[src/hw/rtl/nsfc_pkg.sv]
`timescale 1ns / 1ps

package nsfc_pkg;

	localparam logic [7:0] CH_DOLLAR = 8'h24;
	localparam logic [7:0] CH_STAR   = 8'h2A;
	localparam logic [7:0] CH_LF     = 8'h0A;
	localparam logic [7:0] CH_CR     = 8'h0D;
	localparam logic [7:0] CH_NUL    = 8'h00;

	localparam logic [1:0] KIND_OTHER = 2'd0;
	localparam logic [1:0] KIND_RMC   = 2'd1;
	localparam logic [1:0] KIND_GGA   = 2'd2;

	localparam int PREFIX_LEN = 6;
	localparam int PREFIX_CNT = 4;

	// last '*' with two bytes after it
	typedef struct packed {
		logic       valid;
		logic [7:0] xr;
		logic [7:0] hi;
		logic [7:0] lo;
	} cand_t;

	// what the framer hands to the checker when a sentence closes
	typedef struct packed {
		logic                  fire;
		cand_t                 cand;
		logic [PREFIX_CNT-1:0] flags;
		logic [7:0]            length;
	} close_t;

	// $GPRMC, $GNRMC, $GPGGA, $GNGGA
	function automatic logic [7:0] prefix_char(input logic [1:0] p, input logic [2:0] k);
		logic [7:0] c;
		unique case (k)
			3'd0: c = CH_DOLLAR;
			3'd1: c = 8'h47;
			3'd2: c = p[0] ? 8'h4E : 8'h50;
			3'd3: c = p[1] ? 8'h47 : 8'h52;
			3'd4: c = p[1] ? 8'h47 : 8'h4D;
			3'd5: c = p[1] ? 8'h41 : 8'h43;
			default: c = 8'hFF;
		endcase
		return c;
	endfunction

	// bit 4 set means not a hex digit
	function automatic logic [4:0] hex_val(input logic [7:0] c);
		logic [4:0] v;
		if (c >= 8'h30 && c <= 8'h39) begin
			v = {1'b0, 4'(c - 8'h30)};
		end else if (c >= 8'h41 && c <= 8'h46) begin
			v = {1'b0, 4'(c - 8'h37)};
		end else if (c >= 8'h61 && c <= 8'h66) begin
			v = {1'b0, 4'(c - 8'h57)};
		end else begin
			v = 5'h10;
		end
		return v;
	endfunction

endpackage

[src/hw/rtl/nsfc_framer.sv]
`timescale 1ns / 1ps

module nsfc_framer #(
	parameter int BUFFER_BYTES = 256
) (
	input  logic             clk,
	input  logic             arst_n,
	input  logic             step,
	input  logic [7:0]       byte_in,
	output nsfc_pkg::close_t info
);
	import nsfc_pkg::*;

	localparam int FW = $clog2(BUFFER_BYTES);
	localparam int LW = (FW > 8) ? FW : 8;

	logic [FW-1:0]         fill_q, n_fill, k;
	logic [LW-1:0]         text_len_q, n_text;
	logic                  swd_q, n_swd;
	logic                  zs_q, n_zs;
	logic [7:0]            xor_q, n_xor;
	logic [7:0]            rb_q [3];
	logic [7:0]            n_rb [3];
	logic [7:0]            rx_q [3];
	logic [7:0]            n_rx [3];
	cand_t                 cand_q, n_cand;
	logic [PREFIX_CNT-1:0] flags_q, n_flags;
	logic                  is_dollar, is_nl, app, clr_nl;

	always_comb begin
		is_dollar = (byte_in == CH_DOLLAR);
		is_nl     = (byte_in == CH_LF) || (byte_in == CH_CR);
		app       = is_dollar || (!is_nl && fill_q < FW'(BUFFER_BYTES - 1));
		clr_nl    = is_nl && (fill_q != '0) && swd_q;

		n_fill  = fill_q;
		n_text  = text_len_q;
		n_swd   = swd_q;
		n_zs    = zs_q;
		n_xor   = xor_q;
		n_rb    = rb_q;
		n_rx    = rx_q;
		n_cand  = cand_q;
		n_flags = flags_q;
		k       = '0;

		// a '$', or a line end after a buffer that began with '$', closes the buffer
		if (is_dollar || (!app && clr_nl)) begin
			n_fill  = '0;
			n_text  = '0;
			n_swd   = 1'b0;
			n_zs    = 1'b0;
			n_xor   = '0;
			n_rb    = '{default: '0};
			n_rx    = '{default: '0};
			n_cand  = '0;
			n_flags = '1;
		end

		if (app) begin
			k = n_fill;
			if (k == '0) begin
				n_swd = is_dollar;
			end
			n_fill = k + FW'(1);
			if (!n_zs) begin
				if (byte_in == CH_NUL) begin
					n_zs    = 1'b1;
					n_flags = '0;
				end else begin
					n_text = LW'(k) + LW'(1);
					if (k < FW'(PREFIX_LEN)) begin
						for (int p = 0; p < PREFIX_CNT; p++) begin
							if (prefix_char(2'(p), k[2:0]) != byte_in) begin
								n_flags[p] = 1'b0;
							end
						end
					end
					if (k >= FW'(2) && n_rb[1] == CH_STAR) begin
						n_cand = '{valid: 1'b1, xr: n_rx[1], hi: n_rb[0], lo: byte_in};
					end
					n_rb[2] = n_rb[1];
					n_rb[1] = n_rb[0];
					n_rb[0] = byte_in;
					n_rx[2] = n_rx[1];
					n_rx[1] = n_rx[0];
					n_rx[0] = n_xor;
					if (k >= FW'(1)) begin
						n_xor = n_xor ^ byte_in;
					end
				end
			end
		end
	end

	always_comb begin
		info.fire   = (text_len_q > LW'(PREFIX_LEN)) && (is_dollar || clr_nl);
		info.cand   = cand_q;
		info.flags  = flags_q;
		info.length = text_len_q[7:0];
	end

	always_ff @(posedge clk or negedge arst_n) begin
		if (!arst_n) begin
			fill_q     <= '0;
			text_len_q <= '0;
			swd_q      <= 1'b0;
			zs_q       <= 1'b0;
			xor_q      <= '0;
			rb_q       <= '{default: '0};
			rx_q       <= '{default: '0};
			cand_q     <= '0;
			flags_q    <= '1;
		end else if (step) begin
			fill_q     <= n_fill;
			text_len_q <= n_text;
			swd_q      <= n_swd;
			zs_q       <= n_zs;
			xor_q      <= n_xor;
			rb_q       <= n_rb;
			rx_q       <= n_rx;
			cand_q     <= n_cand;
			flags_q    <= n_flags;
		end
	end

endmodule

[src/hw/rtl/nsfc_checker.sv]
`timescale 1ns / 1ps

module nsfc_checker (
	input  logic             clk,
	input  logic             arst_n,
	input  logic             load,
	input  logic             stall,
	input  nsfc_pkg::close_t info,
	output logic             valid,
	output logic             checksum_ok,
	output logic [1:0]       sentence_kind,
	output logic [7:0]       sentence_length,
	output logic [31:0]      total_closed,
	output logic [31:0]      total_valid,
	output logic [31:0]      total_rmc,
	output logic [31:0]      total_gga
);
	import nsfc_pkg::*;

	logic [4:0]  hi, lo;
	logic        ok;
	logic [1:0]  kind;
	logic        valid_q, ok_q;
	logic [1:0]  kind_q;
	logic [7:0]  len_q;
	logic [31:0] closed_q, good_q, rmc_q, gga_q;

	always_comb begin
		hi = hex_val(info.cand.hi);
		lo = hex_val(info.cand.lo);
		ok = info.cand.valid && !hi[4] && !lo[4] && ({hi[3:0], lo[3:0]} == info.cand.xr);
		priority if (!ok) begin
			kind = KIND_OTHER;
		end else if (|info.flags[1:0]) begin
			kind = KIND_RMC;
		end else if (|info.flags[3:2]) begin
			kind = KIND_GGA;
		end else begin
			kind = KIND_OTHER;
		end
	end

	always_ff @(posedge clk or negedge arst_n) begin
		if (!arst_n) begin
			valid_q  <= 1'b0;
			closed_q <= '0;
			good_q   <= '0;
			rmc_q    <= '0;
			gga_q    <= '0;
		end else if (load) begin
			valid_q  <= 1'b1;
			closed_q <= closed_q + 32'd1;
			if (ok) begin
				good_q <= good_q + 32'd1;
			end
			if (kind == KIND_RMC) begin
				rmc_q <= rmc_q + 32'd1;
			end
			if (kind == KIND_GGA) begin
				gga_q <= gga_q + 32'd1;
			end
		end else if (!stall) begin
			valid_q <= 1'b0;
		end
	end

	always_ff @(posedge clk) begin
		if (load) begin
			ok_q   <= ok;
			kind_q <= kind;
			len_q  <= info.length;
		end
	end

	// counters only move on load, so they already hold this sentence's values
	assign valid           = valid_q;
	assign checksum_ok     = ok_q;
	assign sentence_kind   = kind_q;
	assign sentence_length = len_q;
	assign total_closed    = closed_q;
	assign total_valid     = good_q;
	assign total_rmc       = rmc_q;
	assign total_gga       = gga_q;

endmodule

[src/hw/rtl/nmea_sentence_framer_checker_unit.sv]
`timescale 1ns / 1ps
// channel | signals                                   | direction
// in      | in_valid, in_stall, rx_byte               | bytes in
// out     | out_valid, out_stall, checksum_ok,        | one result per closed
//         | sentence_kind, sentence_length, total_*   | sentence over 6 bytes
// one byte per cycle while in_stall is low; a byte sits in the input register, the
// framer updates its state and a closing byte writes the result register.
// in_stall rises only when a closing byte meets a full, stalled result register;
// other bytes keep flowing under an output stall.
// reset clears the sentence buffer state and all four counters.

module nmea_sentence_framer_checker_unit #(
	parameter int BUFFER_BYTES = 256
) (
	input  logic        clk,
	input  logic        arst_n,
	input  logic        in_valid,
	output logic        in_stall,
	input  logic [7:0]  rx_byte,
	output logic        out_valid,
	input  logic        out_stall,
	output logic        checksum_ok,
	output logic [1:0]  sentence_kind,
	output logic [7:0]  sentence_length,
	output logic [31:0] total_closed,
	output logic [31:0] total_valid,
	output logic [31:0] total_rmc,
	output logic [31:0] total_gga
);
	import nsfc_pkg::*;

	logic       valid_s1;
	logic [7:0] byte_s1;
	close_t     info;
	logic       advance, load;

	assign load     = valid_s1 && info.fire && !(out_valid && out_stall);
	assign advance  = valid_s1 && !(info.fire && out_valid && out_stall);
	assign in_stall = valid_s1 && !advance;

	always_ff @(posedge clk or negedge arst_n) begin
		if (!arst_n) begin
			valid_s1 <= 1'b0;
		end else if (!in_stall) begin
			valid_s1 <= in_valid;
		end
	end

	always_ff @(posedge clk) begin
		if (!in_stall && in_valid) begin
			byte_s1 <= rx_byte;
		end
	end

	nsfc_framer #(
		.BUFFER_BYTES(BUFFER_BYTES)
	) u_framer (
		.clk    (clk),
		.arst_n (arst_n),
		.step   (advance),
		.byte_in(byte_s1),
		.info   (info)
	);

	nsfc_checker u_checker (
		.clk            (clk),
		.arst_n         (arst_n),
		.load           (load),
		.stall          (out_stall),
		.info           (info),
		.valid          (out_valid),
		.checksum_ok    (checksum_ok),
		.sentence_kind  (sentence_kind),
		.sentence_length(sentence_length),
		.total_closed   (total_closed),
		.total_valid    (total_valid),
		.total_rmc      (total_rmc),
		.total_gga      (total_gga)
	);

	a_stall_cause: assert property (@(posedge clk) disable iff (!arst_n)
		in_stall |-> (out_valid && out_stall && info.fire))
		else $error("input stalled without a blocked result");

	a_closed_count: assert property (@(posedge clk) disable iff (!arst_n)
		load |=> (total_closed == $past(total_closed) + 32'd1))
		else $error("closed count did not advance on a result");

	a_drain: assert property (@(posedge clk) disable iff (!arst_n)
		(out_valid && !out_stall && !load) |=> !out_valid)
		else $error("result stayed after its transfer");

	a_kind_ok: assert property (@(posedge clk) disable iff (!arst_n)
		out_valid |-> (checksum_ok || sentence_kind == KIND_OTHER))
		else $error("kind reported on a failed checksum");

endmodule

[config.mk]
export PLATFORM = sky130hd
export DESIGN_NAME = nmea_sentence_framer_checker_unit
export DESIGN_NICKNAME = d
export VERILOG_FILES = /design/src/hw/rtl/nsfc_pkg.sv /design/src/hw/rtl/nsfc_framer.sv /design/src/hw/rtl/nsfc_checker.sv /design/src/hw/rtl/nmea_sentence_framer_checker_unit.sv
export SDC_FILE = /design/constraint.sdc
export NUM_CORES = 1
export LEC_CHECK = 0
export ABC_AREA = 1
export BUFFER_PORTS_ARGS = -buffer_cell sky130_fd_sc_hd__buf_2
export CORE_ASPECT_RATIO = 0.7
export CORE_MARGIN = 1.5
export CORE_UTILIZATION = 40
export DETAILED_ROUTE_END_ITERATION = 10
export SETUP_SLACK_MARGIN = 0.4
export SLEW_MARGIN = 20
export SYNTH_ARGS = -nofsm -noshare
export SYNTH_HDL_FRONTEND = slang
export SYNTH_SLANG_ARGS = --single-unit
[constraint.sdc]
create_clock -name clk -period 5.5 [get_ports clk]
set_input_delay 1.65 -clock clk [delete_from_list [all_inputs] [get_ports clk]]
set_output_delay 1.65 -clock clk [all_outputs]
set_load 0.01 [all_outputs]
# [After elaboration in Yosys (flattened, before gate mapping)]
# Index checks and enable logic that the tools add are counted.
[totals] reg_bits=252 inputBits=12 output_inout_bits=141 wordCells=188
[classes] n_addsub=11 n_lt_le_gt_ge=17 eq_ne=17 muxes=71 n_bitwise=1 n_reduce_logical=45
[op_table] op="8-bit two-way mux" count=27
[op_table] op="24-bit two-way mux" count=8
[op_table] op="32-bit by 1-bit adder with 32-bit output (second input constant)" count=4
[op_table] op="25-bit two-way mux" count=5
[op_table] op="8-bit case mux with 6 select lines" count=2
[op_table] op="8-bit case mux with 4 select lines" count=2
[op_table] op="8-bit by 7-bit greater-or-equal comparator with 1-bit output (second input constant)" count=4
[op_table] op="8-bit by 7-bit less-or-equal comparator with 1-bit output (second input constant)" count=4
[op_table] op="8-bit != test" count=4
[op_table] op="5-bit two-way mux" count=6
[op_table] op="1-bit logical AND" count=23
[op_table] op="4-bit two-way mux" count=5
[op_table] op="8-bit by 4-bit equality test with 1-bit output (second input constant)" count=2
[op_table] op="8-bit by 6-bit equality test with 1-bit output (second input constant)" count=2
[op_table] op="8-bit by 6-bit greater-or-equal comparator with 1-bit output (second input constant)" count=2
[op_table] op="8-bit by 6-bit less-or-equal comparator with 1-bit output (second input constant)" count=2
[op_table] op="8-bit logical NOT" count=2
[op_table] op="4-bit by 3-bit subtractor with 4-bit output (second input constant)" count=4
[op_table] op="1-bit two-way mux" count=13
[op_table] op="8-bit by 1-bit adder with 8-bit output (second input constant)" count=1
[op_table] op="8-bit equality test" count=1
[op_table] op="8-bit by 1-bit greater-or-equal comparator with 1-bit output (second input constant)" count=1
[op_table] op="8-bit by 2-bit greater-or-equal comparator with 1-bit output (second input constant)" count=1
[op_table] op="8-bit by 3-bit > comparator with 1-bit output (second input constant)" count=1
[op_table] op="18 further kinds" count=36

# [Depth between registers and ports, before layout]
[depth] word_depth=22 depth_mapped=24 ltp_nobuf=22

# [Hierarchy]
# A second synthesis with hierarchy kept.
[unflattened] cells_unflattened=1947 area_unflattened_um2=14864.3
[by_module_without_submodules] module="nsfc_checker" instances=1 cells_each=1164 area_per_inst_um2=9032.4 seq_area_each_um2=3558.4
[by_module_without_submodules] module="nsfc_framer" instances=1 cells_each=764 area_per_inst_um2=5510.3 seq_area_each_um2=2182.1
[by_module_without_submodules] module="nmea_sentence_framer_checker_unit" instances=1 cells_each=19 area_per_inst_um2=321.6 seq_area_each_um2=265.3

# [Least setup slack after synthesis]
# No wires, ideal clock.
[synth_path] path_kind="input -> output" from="input port out_stall" to="output port in_stall" t_arrival_ps=2021 required_ps=3850 setup_slack_ps=1829 cell_stages=2 path_buffers=0 path_cell_list="nand2_1 -> nor2_1"
[synth_between] elab_chain_len=5
[synth_rtl] item="start: declaration" line_no="nmea_sentence_framer_checker_unit.sv:21" source="input logic out_stall,"
[synth_rtl] item="1-bit logical AND" line_no="nmea_sentence_framer_checker_unit.sv:38" source="assign advance = valid_s1 && !(info.fire && out_valid && out_stall);"
[synth_rtl] item="1-bit logical NOT" line_no="nmea_sentence_framer_checker_unit.sv:38"
[synth_rtl] item="1-bit logical AND" line_no="nmea_sentence_framer_checker_unit.sv:38"
[synth_rtl] item="1-bit logical NOT" line_no="nmea_sentence_framer_checker_unit.sv:39" source="assign in_stall = valid_s1 && !advance;"
[synth_rtl] item="1-bit logical AND" line_no="nmea_sentence_framer_checker_unit.sv:39"
[synth_rtl] item="end: declaration" line_no="nmea_sentence_framer_checker_unit.sv:18" source="output logic in_stall,"
# No other way between the ends.

# [Worst setup path after layout]
[layout_path] from="register byte_s1[1]" to="output port in_stall"
[layout_between] elab_chain_len=12 word_cells_on_any_way=14 cone_classes="eq/ne: 3; reduce/logical: 11"
[layout_rtl] item="start: declaration" line_no="nmea_sentence_framer_checker_unit.sv:33" source="logic [7:0] byte_s1;"
[layout_rtl] item="start signal: assignment" line_no="nmea_sentence_framer_checker_unit.sv:51" source="byte_s1 <= rx_byte;"
[layout_rtl] item="8-bit by 4-bit equality test with 1-bit output" line_no="nsfc_framer.sv:32" source="is_nl = (byte_in == CH_LF) || (byte_in == CH_CR);"
[layout_rtl] item="1-bit logical OR" line_no="nsfc_framer.sv:32"
[layout_rtl] item="1-bit logical AND (2 in a row)" line_no="nsfc_framer.sv:34" source="clr_nl = is_nl && (fill_q != '0) && swd_q;"
[layout_rtl] item="1-bit logical OR *" line_no="nsfc_framer.sv:97" source="info.fire = (text_len_q > LW'(PREFIX_LEN)) && (is_dollar || clr_nl);"
[layout_rtl] item="1-bit logical AND *" line_no="nsfc_framer.sv:97"
[layout_rtl] item="1-bit logical AND * (2 in a row)" line_no="nmea_sentence_framer_checker_unit.sv:38"
[layout_rtl] item="1-bit logical NOT *" line_no="nmea_sentence_framer_checker_unit.sv:38"
[layout_rtl] item="1-bit logical AND *" line_no="nmea_sentence_framer_checker_unit.sv:38"
[layout_rtl] item="1-bit logical NOT *" line_no="nmea_sentence_framer_checker_unit.sv:39"
[layout_rtl] item="1-bit logical AND *" line_no="nmea_sentence_framer_checker_unit.sv:39"
# Every way passes the cells marked *; elsewhere a longest branch is shown, timed or not.

==> results.md <==
* Status: complete, no violations
* Total negative slack at 0 ps
* Critical path launch point type: register
* Worst rel slew slack at 36.3%
* Routability cong. at 0.976
* Ant diodes at 0
* H-tree Lvls at 1
* RSZ-0062 raised after global routing: false
* Post-Synthesis Cell Area at 14,200 um2
* Synthesized area per cell at 7.91 um2
* Async SR Flop Fraction at 91.9%
* Die Wd at 228 um
* Seq/Total Area, Yosys at 42.4%
* Critical Path AT at 2610 ps
* Vias per std cell at 5.16
* Die height at 160 um
* Net count after synthesis at 1,821
* Crit. End Element: output port
* # IOs at 153
* Synth Flop Type: dfrtp_1
* Post-synth top area share at 37.6%
* Num CTS Buffers at 27
* Drt pass-1 iters at 5
* Residual DRC at 0
* FMAX at 235 MHz
* Max Cap Viol at 0
* Reg2reg end: u_framer.flags_q[0]
* Initial antenna violation count at 0
* CTS Buffer Depth at 3
* Setup CP Type: reg2out
* Worst clock skew at 39.9 ps
* Row count at 57
* Root Driver: clkbuf_16
* Reg2Reg Depth at 15
* Area Growth Syn to Fin at 13.5%
* Hold_ws at 456 ps
* Hold path endpoint: u_checker.sentence_length[4]
* Layout cell share with drive strength beyond 1 at 15.7%
* Power Total at 4980 uW
* Vias after detailed routing at 12,480
* Die ar. at 36,600 um2
* Count of final max-slew check failures at 0
* Worst reg2reg startpoint: byte_s1[1]
* Fin crit share at 77.5%
* Final setup vio count at 0
* Routed len/inst at 16.3 um
* Cts hold-fix bufs at 0
* Unique cell type count in the Yosys netlist at 59
* Largest net degree at the start of global routing at 121
* Synth Instances at 1,792
* Hold path depth at 0
* Initial DRC Count at 1,157
* Post-synth top cells: nand2_1, inv_1, dfrtp_1, nor2_1, xor2_1
* Seq cells post-synth at 236
* Clk sinks at 236
* Gr usage total at 21.4%
* Post-DP HPWL at 29.0 mm
* DP Worst Slack at 1640 ps
* R2r setup slk at 1910 ps
* Max VDD drop at 0.000241 V
* Area leader, netlist: dfrtp_1
* FILL cells at 3,525
* WP data required at 3850 ps
* Min-Delay Path Class: reg2reg
* Antenna Violating Nets Remaining at 0
* Post-layout minimum cycle time at 4260 ps
* Setup crit start: byte_s1[1]
* Initial Util at 40.7%
* Nets@finish at 1,957
* PwrDens at 310 nW/um2
* First-pass GRT wire length at 63.9 mm
* Vias in the first global route at 11,499
* Crit path max fanout at 20
* Worst-path clk slew at 60 ps
* WL final at 39.4 mm
* CTS tree: built
* Leakage power at 0.00759 uW
* Most used standard cell by instance count after synthesis: nand2_1
* Clk Latency, worst-skew pair at 570 ps
* HP Start: u_framer.text_len_q[4]
* Crit path setup slack, layout at 1240 ps
* Cells resized by post-CTS repair at 0
* Post-CTS setup repair buffer count at 0
* I/O Buffers at 152
* Least-Margin Pin Slew at 956 ps
* Final design utilization at 46.2%
* Yosys warnings at 0
* Hold Vio Cnt, Final at 0
* Core ar. at 34,800 um2
* Grt ovf at 0
* Post-synth EDFFs at 19
* Largest cells by area after synthesis: dfrtp_1, nand2_1, inv_1, xor2_1, edfxtp_1
-- state kept, by name, indices dropped and copies added, names as in the netlist --
signal,count
byte_s1,8
u_checker.checksum_ok,1
u_checker.sentence_kind,2
u_checker.sentence_length,8
u_checker.total_closed,32
u_checker.total_gga,32
u_checker.total_rmc,32
u_checker.total_valid,32
u_checker.valid,1
u_framer.fill_q,8
u_framer.flags_q,4
u_framer.info,25
u_framer.rb_q,16
u_framer.rx_q,16
u_framer.swd_q,1
u_framer.text_len_q,8
u_framer.xor_q,8
u_framer.zs_q,1
valid_s1,1
-- power by group --
| part | switching, uW | leakage [uW] | total, uW | internal [uW] |
|---|---|---|---|---|
| logic | 722 | 0.00425 | 1080 | 361 |
| clock network | 750 | 0.000424 | 1790 | 1040 |
| registers | 144 | 0.00291 | 2110 | 1960 |
-- worst max-delay path, cell delays in order (launching register included) --
cell	delay, ps
edfxtp_1	560
inv_2	170
nand2_2	110
nand2_1	60
nor2_2	190
nand4_4	190
and2_4	280
nor2_4	160
nand2_1	90
nor2_1	110
buf_2	140
-- area by class of cell --
class / count / area, um2 / share of cell area [%]
Clock buffer: 41 / 790 / 4.91
Clock inverter: 7 / 77.6 / 0.482
Inverter: 242 / 920 / 5.72
Multi-Input combinational cell: 1263 / 6880 / 42.8
Sequential cell: 236 / 6010 / 37.4
Tap cell: 472 / 591 / 3.67
Timing Repair Buffer: 158 / 816 / 5.07
-- per-stage QoR --
step | cells | area [um2]
final | 2419 | 16100
after global routing | 2419 | 16100
after CTS | 2419 | 16100
after detailed placement | 2371 | 15200
after global placement | 2371 | 15200
after floorplan | 1792 | 14200
-- placed cells by master, fill, tap and decap left out, types with 4 or more instances in the layout --
master / Yosys / final
nand2_2: 10 / 10
ha_1: 17 / 17
o22ai_1: 16 / 16
nand3_1: 88 / 88
nand2_4: 7 / 7
o211ai_1: 6 / 6
o21ai_0: 76 / 76
inv_4: 4 / 4
xnor2_1: 49 / 49
nand2_1: 447 / 447
edfxtp_1: 19 / 19
nor3_1: 57 / 57
a31oi_1: 10 / 10
inv_1: 223 / 223
buf_2: 16 / 151
nand3_4: 6 / 6
nand4_1: 46 / 46
dfrtp_1: 213 / 213
clkbuf_8: 0 / 4
clkinv_2: 1 / 5
inv_2: 14 / 14
a21oi_2: 6 / 6
o21ai_1: 46 / 46
a21oi_1: 26 / 26
nor2_1: 147 / 147
o21ai_2: 32 / 32
buf_4: 7 / 6
dfstp_2: 4 / 4
clkbuf_1: 9 / 9
nor4_1: 30 / 30
xor2_1: 93 / 93
nor2_2: 5 / 5
nor2_4: 6 / 6
clkbuf_16: 0 / 28
-- per-layer routing --
| metal | track usage, % | share of wire [%] | vias up |
|---|---|---|---|
| li1 | - | - | 6089 |
| met1 | 33.6 | 50 | 5879 |
| met5 | 0 | 0 | - |
| met2 | 29.5 | 40 | 455 |
| met4 | 4.91 | 2.1 | 0 |
| met3 | 4.56 | 8.0 | 57 |
-- worst max path at each step --
stage          endpoint  slack [ps]
2_1_floorplan  in_stall        1830
3_3_place_gp   in_stall        1650
3_5_place_dp   in_stall        1640
4_1_cts        in_stall        1250
5_1_grt        in_stall        1080
6_report       in_stall        1240
-- cell families after synthesis --
| group | after synthesis | share of synthesized area [%] |
|---|---|---|
| simple gates | 867 | 28.1 |
| buf+inv | 293 | 9.07 |
| flops | 236 | 42.4 |
| xor+xnor | 142 | 8.78 |
| fa+ha+maj | 17 | 1.50 |
| compound gates | 237 | 10.2 |
Note: power is estimated with default switching activity, not from simulation.
